File: src/sv/digital_clock_with_time_set_unit_assert.svh
// ----------------------------------------------------------------------------
// Digital clock assertion macros
// Shared property forms for the clock and time-set checks.
// ----------------------------------------------------------------------------
`ifndef DIGITAL_CLOCK_WITH_TIME_SET_UNIT_ASSERT_SVH
`define DIGITAL_CLOCK_WITH_TIME_SET_UNIT_ASSERT_SVH

// Same-cycle implication, held off while reset is asserted
`define DCTS_ASSERT_NOW(label, clk, rst_n, pre, post) \
	label: assert property (@(posedge clk) disable iff (!(rst_n)) (pre) |-> (post)) \
		else $error("digital clock check failed");

// Next-cycle implication, held off while reset is asserted
`define DCTS_ASSERT_NEXT(label, clk, rst_n, pre, post) \
	label: assert property (@(posedge clk) disable iff (!(rst_n)) (pre) |=> (post)) \
		else $error("digital clock check failed");

`endif

File: src/sv/dclk_ts_pkg.sv
// ----------------------------------------------------------------------------
// Digital clock package
// Item types, mode codes, field codes and the time carry helper.
// ----------------------------------------------------------------------------
package dclk_ts_pkg;

	localparam int unsigned ThresholdWidth = 10;
	localparam int unsigned ElapsedWidth   = 10;

	localparam logic [ThresholdWidth-1:0] THRESHOLD_RESET = 10'd840;
	localparam logic [ElapsedWidth-1:0]   ELAPSED_MAX     = 10'd1023;

	localparam logic [5:0] SECONDS_LIMIT = 6'd60;
	localparam logic [6:0] MINUTES_LIMIT = 7'd60;
	localparam logic [5:0] HOURS_LIMIT   = 6'd24;

	localparam logic [4:0] RESET_HOURS   = 5'd16;
	localparam logic [5:0] RESET_MINUTES = 6'd30;
	localparam logic [5:0] RESET_SECONDS = 6'd30;

	typedef enum logic [1:0] {
		MODE_NORMAL = 2'd0,
		MODE_MENU   = 2'd1,
		MODE_SET    = 2'd2
	} mode_t;

	localparam logic [1:0] FIELD_HOURS   = 2'd0;
	localparam logic [1:0] FIELD_MINUTES = 2'd1;
	localparam logic [1:0] FIELD_SECONDS = 2'd2;

	localparam logic [1:0] MENU_SET_TIME = 2'd0;
	localparam logic [1:0] MENU_LAST     = 2'd3;

	typedef struct packed {
		logic [4:0] hours;
		logic [5:0] minutes;
		logic [5:0] seconds;
	} time_t;

	typedef struct packed {
		logic ms_tick;
		logic mode_button;
		logic done_button;
		logic dec_button;
		logic inc_button;
	} sample_t;

	typedef struct packed {
		logic [4:0] shown_hours;
		logic [5:0] shown_minutes;
		logic [5:0] shown_seconds;
		logic [1:0] current_mode;
		logic [1:0] menu_choice;
		logic [1:0] edit_field;
	} result_t;

	// Wrap each unit at its limit and carry seconds into minutes, minutes into hours
	function automatic time_t time_carry(input logic [5:0] h, input logic [6:0] m,
			input logic [6:0] s);
		logic [5:0] hn;
		logic [6:0] mn;
		logic [6:0] sn;
		time_t      t;
		hn = h;
		mn = m;
		sn = s;
		if (sn >= {1'b0, SECONDS_LIMIT}) begin
			sn = '0;
			mn = mn + 7'd1;
		end
		if (mn >= MINUTES_LIMIT) begin
			mn = '0;
			hn = hn + 6'd1;
		end
		if (hn >= HOURS_LIMIT) begin
			hn = '0;
		end
		t.hours   = hn[4:0];
		t.minutes = mn[5:0];
		t.seconds = sn[5:0];
		return t;
	endfunction

endpackage

File: src/sv/digital_clock_with_time_set_unit.sv
// ----------------------------------------------------------------------------
// Digital clock with time set
// Hours:minutes:seconds clock driven by millisecond ticks, with a button menu
// and a set-time mode that edits a copy of the time and commits it on done.
// ----------------------------------------------------------------------------
// One sample item is taken per clock cycle and yields one result item in the next
// cycle. All state updates for an item happen in a single pass of logic between
// the state registers and the result register; the only thing that holds off a
// new sample is a result sitting in the result register while result_stall is
// high. The threshold register may be written at any time cfg_valid is high
// (cfg_ready is always high) but should be changed only while no item is in
// flight.
module digital_clock_with_time_set_unit
	import dclk_ts_pkg::*;
(
	input  logic                      clk,
	input  logic                      arst_n,

	input  logic                      sample_valid,
	output logic                      sample_stall,
	input  sample_t                   sample,

	output logic                      result_valid,
	input  logic                      result_stall,
	output result_t                   result,

	input  logic                      cfg_valid,
	output logic                      cfg_ready,
	input  logic [ThresholdWidth-1:0] cfg_data
);

	logic [ThresholdWidth-1:0] threshold_q;
	logic [ElapsedWidth-1:0]   elapsed_q, elapsed_d;
	time_t                     clock_q, clock_d;
	time_t                     edit_q, edit_d;
	mode_t                     mode_q, mode_d;
	logic [1:0]                menu_q, menu_d;
	logic [1:0]                field_q, field_d;
	logic [2:0]                prev_buttons_q;
	result_t                   result_q, result_d;
	logic                      result_valid_q;

	logic       accept;
	logic       mode_edge, dec_edge, inc_edge;
	logic       sec_due;
	time_t      clock_tick;
	logic [1:0] field_set;
	time_t      edit_dec;
	time_t      edit_inc;

	assign cfg_ready    = 1'b1;
	assign sample_stall = result_valid_q & result_stall;
	assign accept       = sample_valid & ~sample_stall;
	assign result_valid = result_valid_q;
	assign result       = result_q;

	// bit0 mode, bit1 dec, bit2 inc; an edge is low now after high before
	assign mode_edge = ~sample.mode_button & prev_buttons_q[0];
	assign dec_edge  = ~sample.dec_button  & prev_buttons_q[1];
	assign inc_edge  = ~sample.inc_button  & prev_buttons_q[2];

	assign clock_tick = time_carry({1'b0, clock_q.hours}, {1'b0, clock_q.minutes},
		{1'b0, clock_q.seconds} + 7'd1);

	// Set mode edits: field first, then dec, then inc on the new field
	always_comb begin
		if (mode_edge) begin
			field_set = (field_q < FIELD_SECONDS) ? field_q + 2'd1 : FIELD_HOURS;
		end else begin
			field_set = field_q;
		end

		edit_dec = edit_q;
		if (dec_edge) begin
			priority if (field_set == FIELD_HOURS && edit_q.hours != '0) begin
				edit_dec.hours = edit_q.hours - 5'd1;
			end else if (field_set == FIELD_MINUTES && edit_q.minutes != '0) begin
				edit_dec.minutes = edit_q.minutes - 6'd1;
			end else if (field_set == FIELD_SECONDS && edit_q.seconds != '0) begin
				edit_dec.seconds = edit_q.seconds - 6'd1;
			end else begin
				edit_dec = edit_q;
			end
		end

		if (inc_edge) begin
			edit_inc = time_carry(
				{1'b0, edit_dec.hours}   + {5'd0, field_set == FIELD_HOURS},
				{1'b0, edit_dec.minutes} + {6'd0, field_set == FIELD_MINUTES},
				{1'b0, edit_dec.seconds} + {6'd0, field_set == FIELD_SECONDS});
		end else begin
			edit_inc = edit_dec;
		end
	end

	always_comb begin
		elapsed_d = elapsed_q;
		clock_d   = clock_q;
		edit_d    = edit_q;
		mode_d    = mode_q;
		menu_d    = menu_q;
		field_d   = field_q;

		if (sample.ms_tick && elapsed_q != ELAPSED_MAX) begin
			elapsed_d = elapsed_q + 10'd1;
		end
		sec_due = elapsed_d > threshold_q;

		unique case (mode_q)
			MODE_MENU: begin
				if (sec_due) begin
					elapsed_d = '0;
					clock_d   = clock_tick;
				end
				if (dec_edge && menu_q != MENU_LAST) begin
					menu_d = menu_q + 2'd1;
				end
				if (inc_edge && menu_d != '0) begin
					menu_d = menu_d - 2'd1;
				end
				if (!sample.done_button) begin
					if (menu_d == MENU_SET_TIME) begin
						mode_d  = MODE_SET;
						edit_d  = clock_d;
						field_d = FIELD_HOURS;
					end else begin
						mode_d = MODE_NORMAL;
					end
				end
			end
			MODE_SET: begin
				// clock frozen; count keeps running
				field_d = field_set;
				edit_d  = edit_inc;
				if (!sample.done_button) begin
					clock_d = edit_inc;
					mode_d  = MODE_NORMAL;
				end
			end
			default: begin
				mode_d = MODE_NORMAL;
				if (sec_due) begin
					elapsed_d = '0;
					clock_d   = clock_tick;
				end
				if (!sample.mode_button) begin
					mode_d = MODE_MENU;
					menu_d = MENU_SET_TIME;
				end
			end
		endcase

		result_d.shown_hours   = (mode_d == MODE_SET) ? edit_d.hours   : clock_d.hours;
		result_d.shown_minutes = (mode_d == MODE_SET) ? edit_d.minutes : clock_d.minutes;
		result_d.shown_seconds = (mode_d == MODE_SET) ? edit_d.seconds : clock_d.seconds;
		result_d.current_mode  = mode_d;
		result_d.menu_choice   = menu_d;
		result_d.edit_field    = field_d;
	end

	always_ff @(posedge clk or negedge arst_n) begin
		if (!arst_n) begin
			threshold_q <= THRESHOLD_RESET;
		end else if (cfg_valid && cfg_ready) begin
			threshold_q <= cfg_data;
		end
	end

	always_ff @(posedge clk or negedge arst_n) begin
		if (!arst_n) begin
			elapsed_q      <= '0;
			clock_q        <= '{hours: RESET_HOURS, minutes: RESET_MINUTES,
				seconds: RESET_SECONDS};
			edit_q         <= '0;
			mode_q         <= MODE_NORMAL;
			menu_q         <= MENU_SET_TIME;
			field_q        <= FIELD_HOURS;
			prev_buttons_q <= 3'b111;
		end else if (accept) begin
			elapsed_q      <= elapsed_d;
			clock_q        <= clock_d;
			edit_q         <= edit_d;
			mode_q         <= mode_d;
			menu_q         <= menu_d;
			field_q        <= field_d;
			prev_buttons_q <= {sample.inc_button, sample.dec_button, sample.mode_button};
		end
	end

	always_ff @(posedge clk or negedge arst_n) begin
		if (!arst_n) begin
			result_valid_q <= 1'b0;
		end else if (!sample_stall) begin
			result_valid_q <= sample_valid;
		end
	end

	// Hold the result while it is stalled
	always_ff @(posedge clk) begin
		if (accept) begin
			result_q <= result_d;
		end
	end

	`include "digital_clock_with_time_set_unit_assert.svh"

	`DCTS_ASSERT_NEXT(a_clock_frozen_in_set, clk, arst_n, mode_q == MODE_SET,
		mode_q != MODE_SET || clock_q == $past(clock_q))
	`DCTS_ASSERT_NEXT(a_set_entry_loads_clock, clk, arst_n, mode_q == MODE_MENU,
		mode_q != MODE_SET || (edit_q == clock_q && field_q == FIELD_HOURS))
	`DCTS_ASSERT_NEXT(a_menu_entry_clears_choice, clk, arst_n, mode_q != MODE_MENU,
		mode_q != MODE_MENU || menu_q == MENU_SET_TIME)

endmodule

File: config.mk
export PLATFORM = sky130hd
export DESIGN_NAME = digital_clock_with_time_set_unit
export DESIGN_NICKNAME = d
export VERILOG_FILES = /design/src/sv/dclk_ts_pkg.sv /design/src/sv/digital_clock_with_time_set_unit.sv
export VERILOG_INCLUDE_DIRS = /design/src /design/src/sv
export SDC_FILE = /design/constraint.sdc
export NUM_CORES = 1
export LEC_CHECK = 0
export BUFFER_PORTS_ARGS = -buffer_cell sky130_fd_sc_hd__buf_2
export CORE_ASPECT_RATIO = 0.8
export CORE_MARGIN = 4
export CORE_UTILIZATION = 45
export DETAILED_ROUTE_END_ITERATION = 16
export SYNTH_ARGS = -nofsm -noshare
export SYNTH_HDL_FRONTEND = slang
export SYNTH_SLANG_ARGS = --single-unit
File: constraint.sdc
create_clock -name clk -period 5.65 [get_ports clk]
set_clock_uncertainty 0.1 [all_clocks]
set_input_delay 0.2825 -clock clk [delete_from_list [all_inputs] [get_ports clk]]
set_output_delay 0.2825 -clock clk [all_outputs]
set_load 0.005 [all_outputs]
# Word-level counts from Yosys, hierarchy flattened
# Cells that the tools add are included.
# op_classes
add_sub_neg	15
n_reduce_logical	12
eq_ne	7
bitwise	9
order_cmp	8
n_mux	47
# ops
op	count
17-bit two-way mux	7
6-bit two-way mux	12
17-bit case mux with 2 select lines	1
10-bit two-way mux	3
7-bit by 6-bit greater-or-equal comparator with 1-bit output (second input constant)	4
2-bit two-way mux	12
7-bit two-way mux	3
5-bit two-way mux	4
6-bit by 1-bit adder with 7-bit output	2
6-bit by 1-bit adder with 7-bit output (second input constant)	2
6-bit by 5-bit greater-or-equal comparator with 1-bit output (second input constant)	2
12-bit two-way mux	1
2-bit case mux with 2 select lines	3
6-bit nonzero test	2
6-bit by 1-bit subtractor with 6-bit output (second input constant)	2
10-bit by 1-bit adder with 10-bit output (second input constant)	1
10-bit greater-than comparator	1
10-bit inequality test (second input constant)	1
7-bit by 1-bit adder with 7-bit output (second input constant)	1
5-bit by 1-bit adder with 6-bit output	1
5-bit by 1-bit adder with 6-bit output (second input constant)	1
6-bit by 1-bit adder with 6-bit output (second input constant)	1
2-bit equality test (second input constant)	3
1-bit logical AND	6
12 further kinds	22
# totals
input_bits	20
word_cells	117
regBits	87

# Depth between registers and ports, before layout
# depth
ltp_word	22
depth_mapped	20

# Worst setup path after synthesis
# No wires, ideal clock.
# synth_timing
path_kind	register -> register
from	register elapsed_q[0]
to	register result_q (netlist bit result[7]), data pin
synth_period_minus_slack_ps	4418
stages_incl_launch_ff	20
t_arrival_ps	4042
required_time_ps	5274
n_path_buf	2
path_slack_ps	1232
path_cell_list	dfrtp_1 > ha_1 > nand3_1 > o21a_1 > clkbuf_1 > mux2_2 > ha_1 > nor2b_1 > o21a_1 > o21a_1 > o21a_1 > o21a_1 > o21ai_0 > a21oi_1 > nor2_1 > clkbuf_1 > o21ai_0 > mux2_2 > a221oi_1 > mux2i_1
# synth_rtl
item	line_no	text
from (decl)	digital_clock_with_time_set_unit.sv:33	logic [ElapsedWidth-1:0] elapsed_q, elapsed_d;
from (signal assigned)	digital_clock_with_time_set_unit.sv:180	elapsed_q <= elapsed_d;
to (signal assigned)	digital_clock_with_time_set_unit.sv:201	result_q <= result_d;
to (decl)	digital_clock_with_time_set_unit.sv:40	result_t result_q, result_d;

==> results.json <==
{
  "status": "complete, no violations",
  "clk_path_buf_depth": 2,
  "start_util_pct": 46.3,
  "synth_common_cells": "141 x nand2_1, 87 x o21ai_0, 65 x nor2_1",
  "track_usage_pct": 22.5,
  "fin_setup_tns_ns": 0,
  "grt_pass1_vias": 6231,
  "met1_usage_pct": 30.8,
  "core_area_mm2": 0.0151,
  "worst_path_max_delay_cell": "nor2_1",
  "ant_nets": 0,
  "dieWidth_um": 147,
  "tightest_slew_ns": 1.13,
  "routed_wl_um": 19800,
  "worstSetupPathType": "flop to flop",
  "cts-buffers-inserted": 9,
  "end_kind": "flop",
  "maxSlewViolCount": 0,
  "synth.area.top_cells": "dfrtp_1 17%, edfxtp_1 9.9%, nand2_1 7.6%",
  "hpwl_um": 14300,
  "syn_area_mm2": 0.00699,
  "crit_buf_inv": 1,
  "drt-initial-drc-count": 502,
  "critPathTopFamily": "compound AO/OA/AOI/OAI gates",
  "drive_gt1_share_pct": 13.3,
  "gp_congestion": 0.863,
  "postCtsHoldBufs": 0,
  "synthDominantCellAreaShare_pct": 17.2,
  "busiest_layer": "met2",
  "yosysWarningCount": 0,
  "p_leak_nw": 3.13,
  "p_total_mw": 2.77,
  "n_antenna_cell": 0,
  "synth-edff-count": 23,
  "fmax_mhz": 197,
  "nets": 931,
  "crit_top_cell": "o21a_1",
  "postCtsSetupBuffers": 0,
  "period_minus_slack_ns": 5.09,
  "setup_violations": 0,
  "clkSlewWorstSetupHoldPaths_ns": 0.06,
  "drc": 0,
  "cts_resized": 0,
  "synthDistinctLibCells": 83,
  "peakVddDrop_mv": 0.192,
  "synth_ff_type": "dfrtp_1",
  "cp.arrival_ns": 5.06,
  "start_kind": "flop",
  "grt_pass1_wl_um": 32000,
  "design.die.area_mm2": 0.0176,
  "timing.final.crit_share_pct": 90.0,
  "cp_slowest_stage_delay_ns": 0.58,
  "first_pass_iters": 7,
  "wl_per_cell_um": 18.1,
  "crit_required_ns": 5.62,
  "synth_top_area_cell": "dfrtp_1",
  "worst-path-max-fanout": 15,
  "power.density_mw_per_mm2": 359,
  "syn_area_per_cell_um2": 8.10,
  "cap_violations": 0,
  "ios": 46,
  "worstSkewPairLatency_ns": 0.35,
  "grt_overflow_total": 0,
  "grt_setup_unrepaired": "no",
  "ys_async_sr_fraction_pct": 73.6,
  "area_growth_pct": 10.1,
  "use_met3_pct": 3.55,
  "nFillCells": 1458,
  "numClockSinks": 87,
  "synth_seq_cells": 87,
  "rows": 40,
  "hold_path_class": "primary input to async pin",
  "root_buffer": "clkbuf_16",
  "ys_seq_area_share_pct": 33.1,
  "htreeDepth": 3,
  "vias_per_cell": 5.86,
  "cts_tree": "built",
  "yosysMostFrequentCell": "nand2_1",
  "path_cells": "ha_1 > nand3_1 > o21a_1 > mux2_2 > ha_1 > nor2b_1 > o21a_1 > o21a_1 > o21a_1 > o21a_1 > o21ai_0 > a21oi_1 > nor2_1 > buf_4 > nor2_1 > mux2i_1 > o21ai_0 > o21ai_0 > mux2i_1",
  "grt_max_degree": 68,
  "relSlewSlack_pct": 24.6,
  "vias": 6406,
  "antenna_found_initial": 0,
  "hold_viol": 0,
  "die_h_um": 120,
  "port_buffers": 44,
  "synthCells": 863,
  "met2_usage_pct": 37.5,
  "syn-num-nets": 915
}
==> state kept, by name, summed over array words and instances (netlist names) <==
signal	cells
result	23
clock_q	17
edit_q	17
elapsed_q	10
threshold_q	10
prev_buttons_q	3
field_q	2
menu_q	2
mode_q	2
result_valid	1
==> path summary, 6_finish.rpt <==
| kind | start | end | slack, ns | cells after the start |
|---|---|---|---|---|
| min | arst_n | clock_q[5] | 0.03 | 2 |
| max reg2reg | elapsed_q[0] | result[10] | 0.56 | 19 |
| max in group asynchronous | arst_n | mode_q[1] | 4.82 | 2 |
| min in group clk | sample[0] | prev_buttons_q[2] | 0.03 | 3 |
| min reg2reg | prev_buttons_q[2] | prev_buttons_q[2] | 0.36 | 2 |
| max | elapsed_q[0] | result[10] | 0.56 | 19 |
==> area by class of cell <==
cell class / count / area, um2 / share of cell area (%)
multi-input combinational: 691 / 4360 / 56.6
sequential: 87 / 2310 / 30.0
timing repair buffer: 54 / 295 / 3.83
tap: 210 / 263 / 3.41
clock buffer: 12 / 246 / 3.20
inverter: 36 / 135 / 1.75
clock inverter: 4 / 93.8 / 1.22
==> per-stage QoR <==
stage	instance area [um2]	std cells	worst slack [ns]	util, %	hold slack [ns]
floorplan	6990	863	1.23	-	-0.113
global placement	7360	1078	0.829	48.7	0.352
detailed placement	7360	1078	0.683	48.7	0.355
CTS	7700	1094	0.652	51.0	0.0284
global route	7700	1094	0.0534	51.0	0.0463
finish	7700	1094	0.565	51.0	0.0311
==> power by group <==
group          internal (mW)  switching, mW
logic                  0.442          0.673
clock network          0.444          0.255
registers              0.794          0.159
==> layer usage <==
layer / part of all wire [%] / vias to the layer above
met3: 4.9 / 26
li1: - / 3133
met2: 47 / 194
met1: 46 / 3053
met5: 0 / -
met4: 1.7 / 0
==> logic make-up (layout without fill, tap and decap cells) <==
family / after synthesis / after routing / share of synthesized area, %
buf+inv: 85 / 106 / 4.67
fa+ha+maj: 32 / 32 / 5.72
other cells: 1 / 1 / 0.0536
flops: 87 / 87 / 33.1
mux: 42 / 42 / 6.39
simple gates: 328 / 328 / 22.2
compound gates: 250 / 250 / 23.1
xor+xnor: 38 / 38 / 4.76
==> placed cells by master, fill, tap and decap left out, drive strengths merged, types with 9 or more instances in the layout <==
cell and count:
nor2 65, mux2i 27, nand2b 20, dfrtp 48, nand3 24, ha 32
edfxtp 23, inv 34, mux2 15, a21oi 40, o31ai 13, nand2 142
xor2 10, dfstp 16, o21ai 100, nor3 17, a31oi 9, clkbuf 12
o21a 9, buf 54, xnor2 28
No activity file was read; power rests on OpenSTA's default activity.
